<file path="src/rtl/bft_pkg.sv">
package bft_pkg;

    localparam int unsigned DefBuckets = 256;
    localparam int unsigned DefWays    = 4;

    localparam logic [1:0] STATUS_NEW     = 2'd0;
    localparam logic [1:0] STATUS_UPDATED = 2'd1;
    localparam logic [1:0] STATUS_FULL    = 2'd2;

    localparam int unsigned SlotWidth  = 10;
    localparam int unsigned FlowsWidth = 11;

    typedef struct packed {
        logic       load;
        logic       lookup;
        logic       commit;
        logic       out_set;
    } bft_cmd_t;

    typedef struct packed {
        logic       scan_done;
        logic       clearing;
    } bft_status_t;

endpackage

</file>
<file path="src/rtl/bft_ctrl.sv">
module bft_ctrl
    import bft_pkg::*;
(
    input  logic        clk,
    input  logic        rst_n,
    input  logic        in_valid,
    output logic        in_ready,
    output logic        out_valid,
    input  logic        out_ready,
    output bft_cmd_t    cmd,
    input  bft_status_t stat
);

    localparam logic [1:0] ST_IDLE   = 2'd0;
    localparam logic [1:0] ST_SCAN   = 2'd1;
    localparam logic [1:0] ST_COMMIT = 2'd2;
    localparam logic [1:0] ST_OUT    = 2'd3;

    logic [1:0] state_reg;
    logic [1:0] state_next;
    logic       out_valid_reg;
    logic       out_valid_next;

    assign out_valid = out_valid_reg;
    assign in_ready  = (state_reg == ST_IDLE) && !stat.clearing;

    always_comb
    begin
        state_next     = state_reg;
        out_valid_next = out_valid_reg;
        cmd            = '0;
        if (out_valid_reg && out_ready)
        begin
            out_valid_next = 1'b0;
        end
        case (state_reg)
            ST_IDLE:
            begin
                if (in_valid && !stat.clearing)
                begin
                    cmd.load   = 1'b1;
                    state_next = ST_SCAN;
                end
            end
            ST_SCAN:
            begin
                cmd.lookup = 1'b1;
                if (stat.scan_done)
                begin
                    state_next = ST_COMMIT;
                end
            end
            ST_COMMIT:
            begin
                cmd.commit = 1'b1;
                state_next = ST_OUT;
            end
            ST_OUT:
            begin
                if (!out_valid_reg || out_ready)
                begin
                    cmd.out_set    = 1'b1;
                    out_valid_next = 1'b1;
                    state_next     = ST_IDLE;
                end
            end
            default:
            begin
                state_next = ST_IDLE;
            end
        endcase
    end

    always_ff @(posedge clk or negedge rst_n)
    begin
        if (!rst_n)
        begin
            state_reg     <= ST_IDLE;
            out_valid_reg <= 1'b0;
        end
        else
        begin
            state_reg     <= state_next;
            out_valid_reg <= out_valid_next;
        end
    end

endmodule

</file>
<file path="config.mk">
export PLATFORM = sky130hd
export DESIGN_NAME = bft_ctrl
export DESIGN_NICKNAME = d
export VERILOG_FILES = /design/src/rtl/bft_pkg.sv /design/src/rtl/bft_ctrl.sv
export SDC_FILE = /design/constraint.sdc
export NUM_CORES = 1
export LEC_CHECK = 0
export BUFFER_PORTS_ARGS = -buffer_cell sky130_fd_sc_hd__buf_2
export CORE_AREA = 4 4 41 43
export DETAILED_ROUTE_END_ITERATION = 16
export DIE_AREA = 0 0 45 47
export HOLD_SLACK_MARGIN = 0.12
export PLACE_DENSITY_LB_ADDON = 0.25
export SETUP_SLACK_MARGIN = 0.02
export SLEW_MARGIN = 20
export SYNTH_ARGS = -nofsm -noshare
export SYNTH_HDL_FRONTEND = slang
export SYNTH_SLANG_ARGS = --single-unit
export TNS_END_PERCENT = 100
</file>
<file path="constraint.sdc">
create_clock -name clk -period 1.5 [get_ports clk]
set_input_delay 0.225 -clock clk [delete_from_list [all_inputs] [get_ports clk]]
set_output_delay 0.225 -clock clk [all_outputs]
set_load 0.01 [all_outputs]
</file>
# Word level (Yosys, flattened, before mapping)
# Index checks and enable logic that the tools add are counted.
dict set report classes {
  n_reduce_logical 8
  n_eq_ne 6
  muxes 13
}
# operator count
set ops {}
lappend ops {{1-bit 2-to-1 mux} 9}
lappend ops {{2-bit case mux with 4 select lines} 1}
lappend ops {{2-bit 2-to-1 mux} 3}
lappend ops {{2-bit equality test (second input constant)} 2}
lappend ops {{2-bit != test (second input constant)} 2}
lappend ops {{1-bit logical AND} 3}
lappend ops {{3-bit AND reduction} 1}
lappend ops {{2-bit by 1-bit equality test with 1-bit output (second input constant)} 1}
lappend ops {{1-bit logical NOT} 2}
lappend ops {{2-bit logical NOT} 1}
lappend ops {{2-bit by 1-bit != test with 1-bit output (second input constant)} 1}
lappend ops {{1-bit logical OR} 1}
dict set report totals {
  output_inout_bits 6
  word_cells 29
  inputBits 6
  ff_bits 3
}

# Longest topological paths before layout
# Gate-level depths: netlist (run 1).
dict set report depth {
  depth_word 4
  mapped_depth 4
  mapped_depth_nobuf 4
}

# Least setup slack after synthesis (run 1)
# OpenSTA, ideal clock, no wires.
dict set report synth_timing {
  path_type {register to register}
  startpoint {register state_reg[1]}
  endpoint {register state_reg[1]}
  t_required_ns 1.373
  path_stages_with_launch 5
  path_buffers 0
  arrival_ns 1.435
  setup_slack_ns -0.063
  setup_ns 0.127
  cell_sequence {dfrtp_1 > inv_1 > ha_1 > a222oi_1 > mux2_1}
}
dict set report synth_via {
  elab_chain_cells 3
  elab_cells_between_ends 9
}
# element line_no
set synth_lines {}
lappend synth_lines {{start, declared} bft_ctrl.sv:19} ;# logic [1:0] state_reg;
lappend synth_lines {{start signal, assigned} bft_ctrl.sv:83} ;# state_reg <= state_next;
lappend synth_lines {{2-bit equality test, or another cell as far along} bft_ctrl.sv:36} ;# case (state_reg)
lappend synth_lines {{2-bit != test (no line) or 2-bit by 1-bit != test with 1-bit output (tied branches)} n/a}
lappend synth_lines {{3-bit AND reduction (no line)} n/a}
# Several ways; a longest one is shown, not always the timed one.
# A chain may end at the register's enable or synchronous reset.

# Final worst setup path (run 1)
# Ends and elaborated chain as after synthesis.

==> out/results.txt, run 1 <==
hold path depth: 3
diodes inserted: 0
clk_lat worst skew: 0.23 ns
GPL Wtd Cong: 0.6664
DR vias: 237
pwr dens: 2057 nW/um^2
# port buffers: 11
CTS root buf: clkbuf_4
H-Tree Depth: 1
drt pass-1 iters: 4
Die X: 45 um
Total Routing Usage GR: 6.798%
area leader, netlist: dfrtp_1
Min-Delay Path Class: in -> reg
Final Hold Vio Count: 0
Rows: 13
Synth Flop Type: dfrtp_1
largest net degree at the start of global routing: 4
unrepaired setup endpoints after global routing: yes
Worst VDD drop: 0.0007929 V
Max Clk Rate: 0.6726 GHz
DRC: 0
Die Y: 47 um
TritonCTS clock tree: done
Seq/Total Area, Yosys: 32.97%
Yosys top cell area share: 32.97%
total CTS buffers: 3
status: finished clean
initial DRC count: 1
Final Cell Area: 464.2 um^2
placed inst area: 351.6 um^2
layout cells sized above 1: 70.83%
shortest period the worst path allows: 1.487 ns
Via density: 3.762
top-count cell post-synth: ha_1
max reg flops: 2
Boundary Pins: 12
Arr. time, crit path: 1.59 ns
number of synthesized register bits: 3
WL final: 535 um
synthesized area: 227.7 um^2
number of global-route vias before repair: 271
Area contributors post-synth: dfrtp_1 (33%), ha_1 (27%), nand2b_1 (8.2%), and2_1 (5.5%), nor2b_1 (5.5%)
P&R area growth vs syn: 103.8%
nets: 60
antenna violations before repair: 0
synth unique cells: 10
Post-synth EDFFs: 0
FILL cells: 145
Reg2Reg Setup Slack: 0.01 ns
clock skew: 0.0008701 ns
Worst setup EP type: flip-flop
worst-path maximum fanout: 3
wire length per cell: 8.492 um
global-route wire length before repair: 986 um
LEAKAGE: 0.2441 nW
# setup viols final: 0
slew margin rel.: 82.30%
Mean Syn Cell Area: 10.35 um^2
top cells by count, synth: ha_1 (5), dfrtp_1 (3), inv_1 (3), nand2b_1 (3)
Max Cap Viol: 0
worst slew pin tran: 0.2656 ns
hold slack: 0.2895 ns
total core area: 1301 um^2
die area: 2115 um^2
fin. max-slew vios: 0
Mapped Nets: 33
post-synthesis cell count: 22
part of the cycle the worst path needs: 99.12%
initial core utilization: 17.50%
Crit Path Class: reg -> reg
total gr overflow: 0
CTS max path bufs: 2
Clk pin slew, worst setup/hold paths: 0.04 ns
WP data required: 1.61 ns
Yosys warning total: 0
worst r2r path cells: 5
CP startpoint kind: flip-flop
FFs w/ async S/R, synth: 100.0%
Sink Count: 3
post-route ant nets: 0
[final timing paths]
path                         startpoint      endpoint
min                           out_ready     out_valid
min reg2reg                   out_valid     out_valid
max in group asynchronous         rst_n  state_reg[0]
max                        state_reg[1]  state_reg[1]
max reg2reg                state_reg[1]  state_reg[1]
min in group asynchronous         rst_n     out_valid
[what timing repair did]
action / in CTS / in global routing
hold buffers: 1 / 0
pin swaps: 3 / 2
resized for setup: 7 / 4
buffers inserted: 4 / 1
setup endpoints to repair: 3 / 5
endpoints found under the hold margin: 3 / 0
[cells by family after synthesis]
kind of cell | share of synthesized area (%)
compound gates | 4.396
simple gates | 20.88
flops | 32.97
mux | 9.340
buf+inv | 4.945
fa+ha+maj | 27.47
[cell usage in the layout, fill, tap and decap left out, drive strengths merged]
cell / instances
clkbuf: 4
ha: 5
and2: 2
inv: 3
a222oi: 1
nor2: 1
dfrtp: 3
mux2: 1
buf: 21
dlygate4sd3: 1
nor2b: 2
mux2i: 1
nand2b: 3
[layer usage]
metal	GRT usage (%)	wire length [um]	vias to the layer above
met2	10.73	256	8
met4	7.018	0	0
met3	2.299	46	0
met1	6.834	231	104
li1	-	-	125
met5	0	0	-
[critical path: stages, from the launching register on]
cell      delay (ns)
dfrtp_1         0.37
inv_2           0.08
ha_4            0.16
a222oi_1        0.30
buf_4           0.18
mux2_4          0.29
[area by class of cell]
type	instances	area, um^2	area share [%]
multi-input cells	16	185.2	39.89
inverters	3	11.26	2.426
clock buffers	4	26.28	5.660
flip-flops and latches	3	76.32	16.44
repair buffers	22	146.4	31.54
well taps	15	18.77	4.043
[power breakdown]
group | leakage (nW) | switching [mW] | internal (mW)
Sequential | 0.0347 | 0.0427 | 0.129
Combinational | 0.194 | 0.243 | 0.403
Clock | 0.0150 | 0.0375 | 0.0994
Total | 0.244 | 0.324 | 0.631
[through the flow]
step           utilization, %  setup WS [ns]  total power [mW]  std cells  setup TNS, ns
3_3_place_gp            27.02       -0.03614            0.6216         53       -0.03614
4_1_cts                 34.13       -0.01849            0.9390         62       -0.01849
2_1_floorplan               -       -0.01328            0.4185         22       -0.01328
6_report                35.67        0.01319            0.9550         63              0
5_1_grt                 35.67       -0.07057             1.066         63        -0.1250
3_5_place_dp            27.02       -0.04109            0.6259         53       -0.04109
No activity file was read; power rests on OpenSTA's default activity.
==> inputs of run 2 (changes only) <==
--- a/config.mk
+++ b/config.mk
@@ -11,7 +11,6 @@
 export DIE_AREA = 0 0 45 47
 export HOLD_SLACK_MARGIN = 0.12
 export PLACE_DENSITY_LB_ADDON = 0.25
-export SETUP_SLACK_MARGIN = 0.02
 export SLEW_MARGIN = 20
 export SYNTH_ARGS = -nofsm -noshare
 export SYNTH_HDL_FRONTEND = slang
==> out/results.txt, run 2 (synthesized netlist as in run 1, its figures left out) <==
WP data required: 1.61 ns (about the same)
Sink Count: 3 (unchanged)
share of total power in combinational logic: 67.5% (-0.2 points)
Max Cap Viol: 0 (unchanged)
most frequent cells in the layout: buf_2 (10), buf_4 (10), nand2b_1 (3), clkbuf_4 (3)
worst slew pin tran: 0.2656 ns (unchanged)
final core utilization: 35.48% (-0.19 points)
RR Endpoint: state_reg[1]
Final Hold Vio Count: 0 (unchanged)
TritonCTS clock tree: done
worst-path maximum fanout: 3 (unchanged)
Placed Cells: 53 (unchanged)
cell with the largest stage delay on the worst path: dfrtp_1
fin. max-slew vios: 0 (unchanged)
GPL Wtd Cong: 0.6664 (unchanged)
CP startpoint kind: flip-flop
Crit Path Class: reg -> reg
post-route ant nets: 0 (unchanged)
DRC: 0 (unchanged)
# port buffers: 11 (unchanged)
pwr dens: 2060 nW/um^2 (+0.13%)
met2 WL: 256 um (unchanged)
number of global-route vias before repair: 271 (unchanged)
max reg flops: 2 (unchanged)
layout cells sized above 1: 68.75% (-2.1 points)
worst setup path end: state_reg[1]
Arr. time, crit path: 1.59 ns (about the same)
LEAKAGE: 0.2457 nW (+0.64%)
status: finished clean
CTS root buf: clkbuf_4
total power: 0.9510 mW (-0.41%)
global-route wire length before repair: 986 um (unchanged)
Worst VDD drop: 0.0007927 V (about the same)
largest net degree at the start of global routing: 4 (unchanged)
unrepaired setup endpoints after global routing: yes
worst r2r path cells: 5 (unchanged)
highest metal used: met3
antenna violations before repair: 0 (unchanged)
clock share of power: 14.4% (about the same)
critical path depth: 5 (unchanged)
wire length per cell: 8.476 um (-0.19%)
Flop pwr share: 18.1% (about the same)
P&R area growth vs syn: 102.7%
diodes inserted: 0 (unchanged)
slew margin rel.: 82.30% (unchanged)
total CTS buffers: 3 (unchanged)
metal1 wirelength: 230 um (-0.43%)
crit path cell chain: inv_2 -> ha_4 -> a222oi_1 -> buf_4 -> mux2_4
Via density: 3.762 (unchanged)
Min-Delay Path Class: in -> reg
DR vias: 237 (unchanged)
reg2reg start: state_reg[1]
shortest period the worst path allows: 1.487 ns (+0.00002470 ns)
Worst setup EP type: flip-flop
Boundary Pins: 12 (unchanged)
Finished Layout Cells: 63 (unchanged)
CTS max path bufs: 2 (unchanged)
clock skew: 0.0008901 ns (+0.00002000 ns)
clk_lat worst skew: 0.23 ns (about the same)
cell family with most CP delay: flip-flops
Rows: 13 (unchanged)
Clk pin slew, worst setup/hold paths: 0.04 ns (about the same)
Int Power: 0.6298 mW (-0.27%)
switching pwr: 0.3212 mW (-0.70%)
Max Clk Rate: 0.6726 GHz (about the same)
Reg2Reg Setup Slack: 0.01 ns (about the same)
total core area: 1301 um^2 (unchanged)
WL final: 534 um (-0.19%)
CP peak stage delay: 0.37 ns (about the same)
H-Tree Depth: 1 (unchanged)
initial DRC count: 1 (unchanged)
worst path bufs/invs: 2 (unchanged)
# setup viols final: 0 (unchanged)
nets: 60 (unchanged)
total gr overflow: 0 (unchanged)
part of the cycle the worst path needs: 99.12% (about the same)
Total Routing Usage GR: 6.798% (unchanged)
drt pass-1 iters: 4 (unchanged)
routed length on met3: 46 um (unchanged)
sw frac: 33.78% (-0.098 points)
initial core utilization: 17.50% (unchanged)
Die Y: 47 um (unchanged)
CP startpoint: state_reg[1]
Die X: 45 um (unchanged)
FILL cells: 146 (+0.69%)
die area: 2115 um^2 (unchanged)
## run 2: cell type report
cell class | count | area [um^2] | share of cell area, %
Clock buffer | 4 | 26.28 | 5.691
Tap cell | 15 | 18.77 | 4.065
Inverter | 3 | 11.26 | 2.439
Sequential cell | 3 | 76.32 | 16.53
Multi-Input combinational cell | 16 | 182.7 | 39.57
Timing Repair Buffer | 22 | 146.4 | 31.71
## run 2: timing repair
action                     in CTS  in global routing
setup endpoints to repair       2                  5
setup buffers                   4                  1
pin swaps                       3                  2
hold endpoints to repair        3                  0
hold buffers                    1                  0
gates resized for setup         7                  3
## run 2: through the flow
stage / area [um^2] / setup TNS, ns / setup WS, ns / hold WS [ns]
floorplan: 240.2 / -0.01328 / -0.01328 / -0.07059
global placement: 351.6 / -0.03614 / -0.03614 / 0.02006
detailed placement: 351.6 / -0.04109 / -0.04109 / 0.02017
CTS: 444.2 / -0.01849 / -0.01849 / 0.2889
global route: 461.7 / -0.1250 / -0.07057 / 0.3142
finish: 461.7 / 0 / 0.01316 / 0.2895
## run 2: worst min path at each step
stage               cells after the start       from  slack, ns        end
floorplan                               0      rst_n      -0.07  out_valid
global placement                        1      rst_n       0.02  out_valid
detailed placement                      1      rst_n       0.02  out_valid
CTS                                     3  out_ready       0.29  out_valid
global route                            3  out_ready       0.31  out_valid
finish                                  3  out_ready       0.29  out_valid
## run 2: routing by layer
metal	track usage, %	up-vias
li1	-	125
met1	6.834	104
met2	10.73	8
met3	2.299	0
met4	7.018	0
met5	0	-
## run 2: power groups by stage
| stage | sequential, mW | clock, mW | combinational, mW |
|---|---|---|---|
| 2_1_floorplan | 0.171 | 0 | 0.248 |
| 3_3_place_gp | 0.167 | 0 | 0.455 |
| 3_5_place_dp | 0.169 | 0 | 0.457 |
| 4_1_cts | 0.170 | 0.145 | 0.624 |
| 5_1_grt | 0.177 | 0.157 | 0.730 |
| 6_report | 0.172 | 0.137 | 0.642 |
## run 2: worst min-delay path, cell delays in order
cell	delay (ns)
buf_2	0.08
nand2b_1	0.10
nand2b_1	0.06
==> inputs of run 3 (changes only) <==
--- a/config.mk
+++ b/config.mk
@@ -6,9 +6,10 @@
 export NUM_CORES = 1
 export LEC_CHECK = 0
 export BUFFER_PORTS_ARGS = -buffer_cell sky130_fd_sc_hd__buf_2
-export CORE_AREA = 4 4 41 43
+export CORE_AREA = 2 2 39 41
+export CTS_BUF_LIST = sky130_fd_sc_hd__clkbuf_4
 export DETAILED_ROUTE_END_ITERATION = 16
-export DIE_AREA = 0 0 45 47
+export DIE_AREA = 0 0 41 43
 export HOLD_SLACK_MARGIN = 0.12
 export PLACE_DENSITY_LB_ADDON = 0.25
 export SLEW_MARGIN = 20
==> out/results.txt, run 3 (synthesized netlist as in run 1, its figures left out) <==
Die X: 41 um (-8.9%)
pwr dens: 2010 nW/um^2 (-2.4%)
status: finished with violations
WL final: 531 um (-0.56%)
TritonCTS clock tree: done
shortest period the worst path allows: 1.519 ns (+0.03181 ns)
CTS max path bufs: 2 (unchanged)
fin. max-slew vios: 0 (unchanged)
worst setup margin: -0.01865 ns (-0.03181 ns)
wire length per cell: 8.850 um (+4.4%)
register area: 75.07 um^2 (-1.6%)
GPL Wtd Cong: 0.6670 (about the same)
Placed Cells: 53 (unchanged)
P&R area growth vs syn: 96.15%
global-route wire length before repair: 772 um (-22%)
CP startpoint kind: flip-flop
Max Cap Viol: 0 (unchanged)
unrepaired setup endpoints after global routing: yes
DP HPWL: 405.4 um
DRC: 0 (unchanged)
CTS root buf: clkbuf_4
# setup viols final: 2 (+2)
max reg flops: 2 (unchanged)
worst-path maximum fanout: 3 (unchanged)
antenna violations before repair: 0 (unchanged)
H-Tree Depth: 1 (unchanged)
Min-Delay Path Class: in -> reg
drt pass-1 iters: 4 (unchanged)
die area: 1763 um^2 (-17%)
failing checks: negative setup slack
clk_lat worst skew: 0.23 ns (about the same)
number of global-route vias before repair: 211 (-22%)
Finished Layout Cells: 60 (-4.8%)
slew margin rel.: 72.24% (-10 points)
# port buffers: 11 (unchanged)
Multi-input gate area: 183.9 um^2 (+0.68%)
Die Y: 43 um (-8.5%)
Rows: 14 (+1)
Clk pin slew, worst setup/hold paths: 0.04 ns (about the same)
Flop pwr share: 19.0% (+0.9 points)
Boundary Pins: 12 (unchanged)
part of the cycle the worst path needs: 101.2% (+2.1 points)
total gr overflow: 0 (unchanged)
LEAKAGE: 0.2288 nW (-6.9%)
total core area: 1384 um^2 (+6.3%)
Final Hold Vio Count: 0 (unchanged)
Worst setup EP type: flip-flop
Via density: 3.917 (+4.1%)
largest net degree at the start of global routing: 4 (unchanged)
hold path depth: 3 (unchanged)
layout cells sized above 1: 68.18% (-0.57 points)
worst r2r path cells: 4 (-1)
commonest non-fill, non-tap cell in the layout: buf_2
share of total power in combinational logic: 63.2% (-4.3 points)
clock skew: 0.0007448 ns (-0.0001452 ns)
total power: 0.8980 mW (-5.6%)
Total Routing Usage GR: 7.538% (+0.74 points)
DR vias: 235 (-0.84%)
initial DRC count: 3 (+2)
switching pwr: 0.3177 mW (-1.1%)
TNS Setup: -0.01885 ns (-0.01885 ns)
FILL cells: 152 (+4.1%)
Arr. time, crit path: 1.63 ns (+0.04 ns)
WP data required: 1.61 ns (about the same)
Crit Path Class: reg -> reg
Max Clk Rate: 0.6585 GHz (-2.1%)
post-route ant nets: 0 (unchanged)
clock share of power: 17.9% (+3.5 points)
worst slew pin tran: 0.4165 ns (+0.1509 ns)
Int Power: 0.5803 mW (-7.9%)
Sink Count: 3 (unchanged)
Worst VDD drop: 0.0005623 V (-29%)
final core utilization: 32.28% (-3.2 points)
initial core utilization: 16.46% (-1.0 points)
sw frac: 35.38% (+1.6 points)
hold slack: 0.2934 ns (+0.003970 ns)
total CTS buffers: 3 (unchanged)
nets: 56 (-6.7%)
most frequent cells in the layout: buf_2 (9), buf_4 (5), clkbuf_4 (4)
diodes inserted: 0 (unchanged)
-- run 3: changes by cell type in the layout (fill, tap and decap cells not counted) --
cell | previous run | this run
and2_1 | 1 | 0
ha_2 | 1 | 2
buf_2 | 10 | 9
clkbuf_4 | 3 | 4
dfrtp_2 | 1 | 0
clkbuf_1 | 1 | 0
mux2_1 | 0 | 1
dfrtp_1 | 2 | 3
mux2_4 | 1 | 0
buf_6 | 1 | 3
and2_4 | 1 | 2
buf_4 | 10 | 5
ha_1 | 2 | 1
-- run 3: what timing repair did --
action | CTS | global route
pin swaps | 3 | 2
endpoints found under the setup margin | 4 | 5
hold buffers | 1 | 0
hold endpoints to repair | 3 | 0
resized for setup | 6 | 6
buffers inserted | 2 | 0
-- run 3: stage by stage --
step | setup WS, ns | cell area [um^2]
floorplan | -0.01328 | 240.2
global placement | -0.009096 | 345.3
detailed placement | -0.04117 | 345.3
CTS | -0.04143 | 422.9
global route | -0.1163 | 446.7
finish | -0.01865 | 446.7
-- run 3: cell type report --
class | instances | area share [%]
Clock buffer | 4 | 6.723
Inverter | 3 | 2.521
Multi-Input combinational cell | 16 | 41.18
Sequential cell | 3 | 16.81
Tap cell | 16 | 4.482
Timing Repair Buffer | 18 | 28.29
-- run 3: worst max-delay path, stage by stage (launching register included) --
cell and delay, ns:
dfrtp_1 0.38, inv_2 0.09, ha_4 0.16, a222oi_1 0.42, mux2_1 0.36
-- run 3: final timing paths --
kind,endpoint,from,slack [ns]
min reg2reg,out_valid,out_valid,0.54
min in group asynchronous,out_valid,rst_n,0.31
max in group asynchronous,state_reg[1],rst_n,1.08
min,out_valid,out_ready,0.29
max reg2reg,state_reg[1],state_reg[1],-0.02
max,state_reg[1],state_reg[1],-0.02
-- run 3: layer usage --
metal / vias up / GRT usage [%] / routed length, um
li1: 115 / - / -
met1: 106 / 6.452 / 212
met2: 12 / 9.688 / 251
met3: 2 / 3.141 / 55
met4: 0 / 12.00 / 12
met5: - / 0 / 0
-- run 3: power by group through the flow --
stage / registers (mW) / clock network, mW / logic, mW
6_report: 0.170 / 0.160 / 0.567
5_1_grt: 0.174 / 0.176 / 0.647
4_1_cts: 0.169 / 0.170 / 0.528
3_5_place_dp: 0.171 / 0 / 0.437
3_3_place_gp: 0.169 / 0 / 0.431
2_1_floorplan: 0.171 / 0 / 0.248
